--- config.mk ---
export PLATFORM = sky130hd
export DESIGN_NAME = tcl_cj_stage
export DESIGN_NICKNAME = d
export VERILOG_FILES = /design/src/hdl/tcl_pkg.sv /design/src/hdl/tcl_cj_stage.sv
export SDC_FILE = /design/constraint.sdc
export NUM_CORES = 1
export LEC_CHECK = 0
export BUFFER_PORTS_ARGS = -buffer_cell sky130_fd_sc_hd__buf_2
export CAP_MARGIN = 20
export CELL_PAD_IN_SITES_DETAIL_PLACEMENT = 1
export CELL_PAD_IN_SITES_GLOBAL_PLACEMENT = 2
export CORE_UTILIZATION = 47
export CTS_BUF_LIST = sky130_fd_sc_hd__clkbuf_8
export CTS_CLUSTER_SIZE = 16
export DETAILED_ROUTE_END_ITERATION = 7
export GPL_ROUTABILITY_DRIVEN = 0
export PLACE_DENSITY = 0.89
export REMOVE_ABC_BUFFERS = 1
export SLEW_MARGIN = 15
export SYNTH_ARGS = -nofsm -noshare
export SYNTH_HDL_FRONTEND = slang
export SYNTH_SLANG_ARGS = --single-unit
--- constraint.sdc ---
create_clock -name clock -period 25.9 [get_ports clock]
set_input_delay 1.295 -clock clock [delete_from_list [all_inputs] [get_ports clock]]
set_output_delay 1.295 -clock clock [all_outputs]
set_load 0.1 [all_outputs]
--- src/hdl/tcl_pkg.sv ---
// Package for the thermocouple linearizer: word types, ROM tables and constants.
// No dependencies; used by every module in hdl/.
`timescale 1ns / 1ps
package tcl_pkg;

   typedef struct packed {
      logic signed [15:0] measured_uv;
      logic signed [7:0]  cold_junction_c;
   } req_word_type;

   typedef struct packed {
      logic [10:0] temperature_c;
      logic        over_range;
   } rsp_word_type;

   localparam int HOT_ROM_LEN = 112;
   localparam int CJ_ROM_LEN  = 19;
   localparam int CJ_BEGIN_C  = -20;

   // Type R table, microvolts at 16 C steps from 0 C.
   function automatic logic signed [15:0] hot_rom(input logic [7:0] idx);
      logic signed [15:0] r;
      case (idx)
         8'd0: r = 16'sd0;      8'd1: r = 16'sd88;     8'd2: r = 16'sd183;
         8'd3: r = 16'sd284;    8'd4: r = 16'sd390;    8'd5: r = 16'sd501;
         8'd6: r = 16'sd618;    8'd7: r = 16'sd738;    8'd8: r = 16'sd863;
         8'd9: r = 16'sd992;    8'd10: r = 16'sd1124;  8'd11: r = 16'sd1260;
         8'd12: r = 16'sd1398;  8'd13: r = 16'sd1540;  8'd14: r = 16'sd1684;
         8'd15: r = 16'sd1831;  8'd16: r = 16'sd1980;  8'd17: r = 16'sd2131;
         8'd18: r = 16'sd2284;  8'd19: r = 16'sd2440;  8'd20: r = 16'sd2597;
         8'd21: r = 16'sd2756;  8'd22: r = 16'sd2916;  8'd23: r = 16'sd3079;
         8'd24: r = 16'sd3242;  8'd25: r = 16'sd3408;  8'd26: r = 16'sd3574;
         8'd27: r = 16'sd3742;  8'd28: r = 16'sd3912;  8'd29: r = 16'sd4083;
         8'd30: r = 16'sd4255;  8'd31: r = 16'sd4428;  8'd32: r = 16'sd4602;
         8'd33: r = 16'sd4778;  8'd34: r = 16'sd4955;  8'd35: r = 16'sd5133;
         8'd36: r = 16'sd5312;  8'd37: r = 16'sd5493;  8'd38: r = 16'sd5674;
         8'd39: r = 16'sd5857;  8'd40: r = 16'sd6041;  8'd41: r = 16'sd6227;
         8'd42: r = 16'sd6413;  8'd43: r = 16'sd6601;  8'd44: r = 16'sd6790;
         8'd45: r = 16'sd6980;  8'd46: r = 16'sd7172;  8'd47: r = 16'sd7364;
         8'd48: r = 16'sd7558;  8'd49: r = 16'sd7753;  8'd50: r = 16'sd7950;
         8'd51: r = 16'sd8147;  8'd52: r = 16'sd8346;  8'd53: r = 16'sd8546;
         8'd54: r = 16'sd8748;  8'd55: r = 16'sd8950;  8'd56: r = 16'sd9154;
         8'd57: r = 16'sd9359;  8'd58: r = 16'sd9565;  8'd59: r = 16'sd9772;
         8'd60: r = 16'sd9980;  8'd61: r = 16'sd10190; 8'd62: r = 16'sd10400;
         8'd63: r = 16'sd10612; 8'd64: r = 16'sd10825; 8'd65: r = 16'sd11039;
         8'd66: r = 16'sd11253; 8'd67: r = 16'sd11469; 8'd68: r = 16'sd11686;
         8'd69: r = 16'sd11904; 8'd70: r = 16'sd12123; 8'd71: r = 16'sd12342;
         8'd72: r = 16'sd12563; 8'd73: r = 16'sd12784; 8'd74: r = 16'sd13006;
         8'd75: r = 16'sd13228; 8'd76: r = 16'sd13451; 8'd77: r = 16'sd13674;
         8'd78: r = 16'sd13898; 8'd79: r = 16'sd14123; 8'd80: r = 16'sd14347;
         8'd81: r = 16'sd14572; 8'd82: r = 16'sd14798; 8'd83: r = 16'sd15023;
         8'd84: r = 16'sd15249; 8'd85: r = 16'sd15475; 8'd86: r = 16'sd15701;
         8'd87: r = 16'sd15927; 8'd88: r = 16'sd16153; 8'd89: r = 16'sd16379;
         8'd90: r = 16'sd16605; 8'd91: r = 16'sd16831; 8'd92: r = 16'sd17056;
         8'd93: r = 16'sd17282; 8'd94: r = 16'sd17507; 8'd95: r = 16'sd17732;
         8'd96: r = 16'sd17956; 8'd97: r = 16'sd18180; 8'd98: r = 16'sd18404;
         8'd99: r = 16'sd18627; 8'd100: r = 16'sd18849; 8'd101: r = 16'sd19071;
         8'd102: r = 16'sd19292; 8'd103: r = 16'sd19512; 8'd104: r = 16'sd19732;
         8'd105: r = 16'sd19951; 8'd106: r = 16'sd20168; 8'd107: r = 16'sd20369;
         8'd108: r = 16'sd20594; 8'd109: r = 16'sd20801; 8'd110: r = 16'sd21003;
         8'd111: r = 16'sd21201;
         default: r = 16'sd21201;
      endcase
      return r;
   endfunction

   // Cold-junction table, microvolts at 5 C steps from -20 C.
   function automatic logic signed [9:0] cj_rom(input logic [5:0] idx);
      logic signed [9:0] r;
      case (idx)
         6'd0: r = -10'sd100; 6'd1: r = -10'sd76; 6'd2: r = -10'sd52;
         6'd3: r = -10'sd26;  6'd4: r = 10'sd0;   6'd5: r = 10'sd27;
         6'd6: r = 10'sd54;   6'd7: r = 10'sd83;  6'd8: r = 10'sd111;
         6'd9: r = 10'sd141;  6'd10: r = 10'sd171; 6'd11: r = 10'sd201;
         6'd12: r = 10'sd232; 6'd13: r = 10'sd264; 6'd14: r = 10'sd296;
         6'd15: r = 10'sd329; 6'd16: r = 10'sd363; 6'd17: r = 10'sd397;
         6'd18: r = 10'sd431;
         default: r = 10'sd431;
      endcase
      return r;
   endfunction

endpackage

--- src/hdl/tcl_cj_stage.sv ---
// Cold-junction compensation stages: clamp, table lookup, interpolate, add, saturate.
// Depends on tcl_pkg.
`timescale 1ns / 1ps
module tcl_cj_stage #(
   parameter int CJ_ENTRIES = 19,
   parameter int CJ_STEP_C  = 5
) (
   input  logic                     clock,
   input  logic                     reset,
   input  logic                     adv,
   input  logic                     in_valid,
   input  tcl_pkg::req_word_type    in_word,
   input  logic signed [12:0]       cal_offset,
   output logic                     out_valid,
   output logic signed [15:0]       out_sum
);
   localparam int CJ_N   = (CJ_ENTRIES < tcl_pkg::CJ_ROM_LEN) ? CJ_ENTRIES : tcl_pkg::CJ_ROM_LEN;
   localparam int CJ_END = tcl_pkg::CJ_BEGIN_C + CJ_STEP_C * (CJ_N - 1);
   // Reciprocal of the step in 20 fractional bits; exact for the small dividends used here.
   localparam int CJ_RECIP = (2 ** 20 + CJ_STEP_C - 1) / CJ_STEP_C;

   // Stage A: clamp and split into index and remainder.
   logic               a_valid_ff;
   logic signed [15:0] a_meas_ff;
   logic [5:0]         a_idx_ff, a_idx_in;
   logic [4:0]         a_rem_ff, a_rem_in;
   logic signed [12:0] a_cal_ff;
   logic [9:0]         off;
   logic [30:0]        off_scaled;

   always_comb begin
      off = 10'(signed'(10'(in_word.cold_junction_c)) - 10'(tcl_pkg::CJ_BEGIN_C));
      off_scaled = 31'(off) * 31'(CJ_RECIP);
      if ($signed(in_word.cold_junction_c) <= tcl_pkg::CJ_BEGIN_C) begin
         a_idx_in = 6'd0;
         a_rem_in = 5'd0;
      end else if ($signed(in_word.cold_junction_c) >= CJ_END) begin
         a_idx_in = 6'(CJ_N - 2);
         a_rem_in = 5'(CJ_STEP_C);
      end else begin
         a_idx_in = off_scaled[25:20];
         a_rem_in = 5'(off - 10'(a_idx_in) * 10'(CJ_STEP_C));
         if (a_idx_in > 6'(CJ_N - 2)) begin
            a_idx_in = 6'(CJ_N - 2);
            a_rem_in = 5'(off - 10'((CJ_N - 2) * CJ_STEP_C));
         end
      end
   end

   always_ff @(posedge clock) begin
      if (reset) begin
         a_valid_ff <= 1'b0;
      end else if (adv) begin
         a_valid_ff <= in_valid;
      end
      if (adv) begin
         a_meas_ff <= in_word.measured_uv;
         a_idx_ff  <= a_idx_in;
         a_rem_ff  <= a_rem_in;
         a_cal_ff  <= cal_offset;
      end
   end

   // Stage B: table reads and the interpolation product.
   logic               b_valid_ff;
   logic signed [15:0] b_meas_ff;
   logic signed [9:0]  b_base_ff;
   logic signed [15:0] b_prod_ff;
   logic signed [12:0] b_cal_ff;
   logic signed [9:0]  lo, hi;

   assign lo = tcl_pkg::cj_rom(a_idx_ff);
   assign hi = tcl_pkg::cj_rom(a_idx_ff + 6'd1);

   always_ff @(posedge clock) begin
      if (reset) begin
         b_valid_ff <= 1'b0;
      end else if (adv) begin
         b_valid_ff <= a_valid_ff;
      end
      if (adv) begin
         b_meas_ff <= a_meas_ff;
         b_base_ff <= lo;
         b_prod_ff <= 16'(signed'({1'b0, a_rem_ff}) * (16'(hi) - 16'(lo)));
         b_cal_ff  <= a_cal_ff;
      end
   end

   // Stage C: divide by the step, add everything and saturate.
   logic signed [18:0] sum;
   logic signed [15:0] sat;
   logic [36:0]        frac_scaled;
   logic               c_valid_ff;
   logic signed [15:0] c_sum_ff;

   always_comb begin
      // The product is never negative, so the reciprocal multiply truncates like a divide.
      frac_scaled = 37'(b_prod_ff[15:0]) * 37'(CJ_RECIP);
      sum = 19'(b_meas_ff) + 19'(b_base_ff) + signed'({3'b000, frac_scaled[35:20]})
            + 19'(b_cal_ff);
      if (sum > 19'sd32767) sat = 16'sh7fff;
      else if (sum < -19'sd32768) sat = 16'sh8000;
      else sat = sum[15:0];
   end

   always_ff @(posedge clock) begin
      if (reset) begin
         c_valid_ff <= 1'b0;
      end else if (adv) begin
         c_valid_ff <= b_valid_ff;
      end
      if (adv) begin
         c_sum_ff <= sat;
      end
   end

   assign out_valid = c_valid_ff;
   assign out_sum   = c_sum_ff;
endmodule

==> flow_summary.yaml <==
floorplan:
  die_w_um: 180.0
  die_area_mm2: 0.03239
  rows: 64
  io_pins: 58
  core_mm2: 0.03091
  die_h_um: 180.0
  start_util_pct: 48.16
routing:
  met1_length_um: 14990
  drt_wl_total_um: 35320
  initialDrtViolationCount: 343
  route.met3.wl_um: 1073
  avgRoutedWirePerCell_um: 18.66
  vias: 10090
  highest_layer: "met4"
  postRouteAntennaNets: 0
  vias_per_cell: 5.328
  remaining_drc_errors: 5
  dr.pass1.iters: 6
  route.met2.wl_um: 18490
grt:
  grt_pass1_vias: 11450
  antenna_found_initial: 0
  grt_pass1_wl_um: 58240
  grt_max_degree: 87
  grt_usage_pct: 22.99
  grt_overflow: 0
timing:
  grt_setup_unrepaired: "false"
  clock.fmax_ghz: 0.1024
  worst_pin_slew_ps: 1036
  timing.slew.headroom_pct: 29.18
  fin_setup_tns_ps: 0
  finalCritPeriodShare_pct: 37.70
  hold_viol: 0
  fin_skew_ps: 18.58
  drv_slew: 0
  setup_viol: 0
  period_minus_slack_ps: 9765
synthesis:
  yosysUniqueCellTypes: 71
  syn-cell-area_mm2: 0.01489
  synthArstFlopShare_pct: 0
  ys_ff_latch: 114
  synth_enable_flop_cells: 111
  synthCells: 1422
  avgSynthCellArea_um2: 10.47
  synth_top_flop_cell: "edfxtp_1"
  synth-seq-area-share_pct: 22.80
  yosys_warnings: 0
cts:
  h-tree-depth: 4
  cts_inserted_buffers: 17
  clk_pin_slew_ps: 80
  cts_resized: 0
  cts.sinks: 114
  post_cts_buffers: 0
  clock_latency_ps: 480
  cts_hold_buf: 0
  root_buffer: "clkbuf_8"
  clockBufferDepth: 2
  cts_tree: "yes"
hold_path:
  hp-class: "register to register"
critical_path:
  critical_path_class: "register to register"
  cp_data_required_time_ps: 26080
  crit_family: "adder cells"
  worst-path-buf-inv: 4
  crit_fanout: 15
  cp_common_cell: "fa_1"
  cp_slowest_cell: "a2111oi_0"
  critical_path_depth: 30
  slowest_delay_ps: 840
  cp-start-kind: "register"
  rr_startpoint: "b_prod_ff[7]"
  endpoint_kind: "register"
  cp.arrival_ps: 9950
  rr_endpoint: "out_sum[7]"
  crit_end: "out_sum[7]"
  r2r_slack_ps: 16130
  reg2reg_depth: 30
  startpoint: "b_prod_ff[7]"
outcome:
  outcome: "finished with violations"
  failed_checks: "design-rule violations"
layout:
  fillers: 3396
  synthToLayoutAreaGrowth_pct: 7.716
  diodes: 0
  layout-drive-gt1-share_pct: 7.949
  mostFrequentLayoutCell: "inv_1"
  layout_common_cells: "309 x inv_1, 268 x ha_1, 175 x fa_1"
  final_nets: 1968
place:
  dpl.hpwl_um: 30050
  io_buffer_count: 57
job:
  max-cap-violations: 0
worst reg2reg max path, delay by kind of cell, from the launching register on:
family	cells	cell delay [ps]
DFF	1	490
buffers and inverters	4	260
adders and majority gates	9	4120
and+or+nand+nor	5	930
AOI/OAI and AO/OA	10	3390
xor gates and xnor gates	2	290
synth_stat cells (all sizes together), types with 20 or more instances:
cell	n	area share [%]
nand2	79	2.0
a21o	29	1.5
xnor2	53	3.1
a21oi	48	1.6
edfxtp	111	22
xor2	26	1.6
ha	268	23
nor2	58	1.5
fa	175	24
o21ai	56	2.1
inv	309	7.8
and2	20	0.84
final cells by class:
| class | instances | area, um^2 | area share [%] |
|---|---|---|---|
| tap | 396 | 495.5 | 3.090 |
| inverter | 309 | 1160 | 7.234 |
| clock buffer | 17 | 234.0 | 1.459 |
| multi-input combinational | 982 | 10250 | 63.94 |
| timing repair buffer | 60 | 322.8 | 2.013 |
| clock inverter | 15 | 176.4 | 1.100 |
| sequential | 114 | 3393 | 21.16 |
flip-flops by register name, indices dropped and copies added, names as in the netlist, 6 cells and up:
name,cells
b_prod_ff,16
a_idx_ff,6
b_cal_ff,13
a_meas_ff,16
b_base_ff,10
a_cal_ff,13
out_sum,16
b_meas_ff,16
how the worst min path moves through the flow:
stage	start	to	slack, ps	depth (start not counted)
floorplan	a_cal_ff[0]	b_cal_ff[0]	400	0
global placement	a_cal_ff[5]	b_cal_ff[5]	400	0
detailed placement	a_cal_ff[9]	b_cal_ff[9]	410	0
CTS	a_meas_ff[7]	b_meas_ff[7]	420	0
global route	a_cal_ff[4]	b_cal_ff[4]	420	0
finish	a_meas_ff[7]	b_meas_ff[7]	420	0
stage by stage:
step	hold WS [ps]	setup slack, ps	utilization [%]	std cells	area [um^2]
after floorplan	400.3	17470	-	1405	14810
final	423.7	16130	51.87	1893	16030
after detailed placement	406.3	16150	50.48	1860	15600
after CTS	425.0	16100	51.81	1892	16010
after global placement	400.6	16460	50.48	1860	15600
after global routing	424.6	15550	51.87	1893	16030
metal layers:
layer | vias to the layer above | GRT usage (%)
met5 | - | 0
met4 | 0 | 7.069
met3 | 43 | 2.897
met2 | 133 | 42.32
met1 | 5084 | 27.82
li1 | 4826 | -
cells by family after synthesis:
kind of cell    Yosys count  synth area share (%)
xor+xnor                 79                 4.699
simple gates            246                 7.893
compound gates          206                 9.692
fa+ha+maj               443                 46.06
mux                       7                0.5043
flops                   114                 22.80
other cells               1               0.02519
buf+inv                 326                 8.330
Power is left out: the tool's default activity adds up to more than one toggle a clock period on the data nets, which glitch-free logic cannot reach.
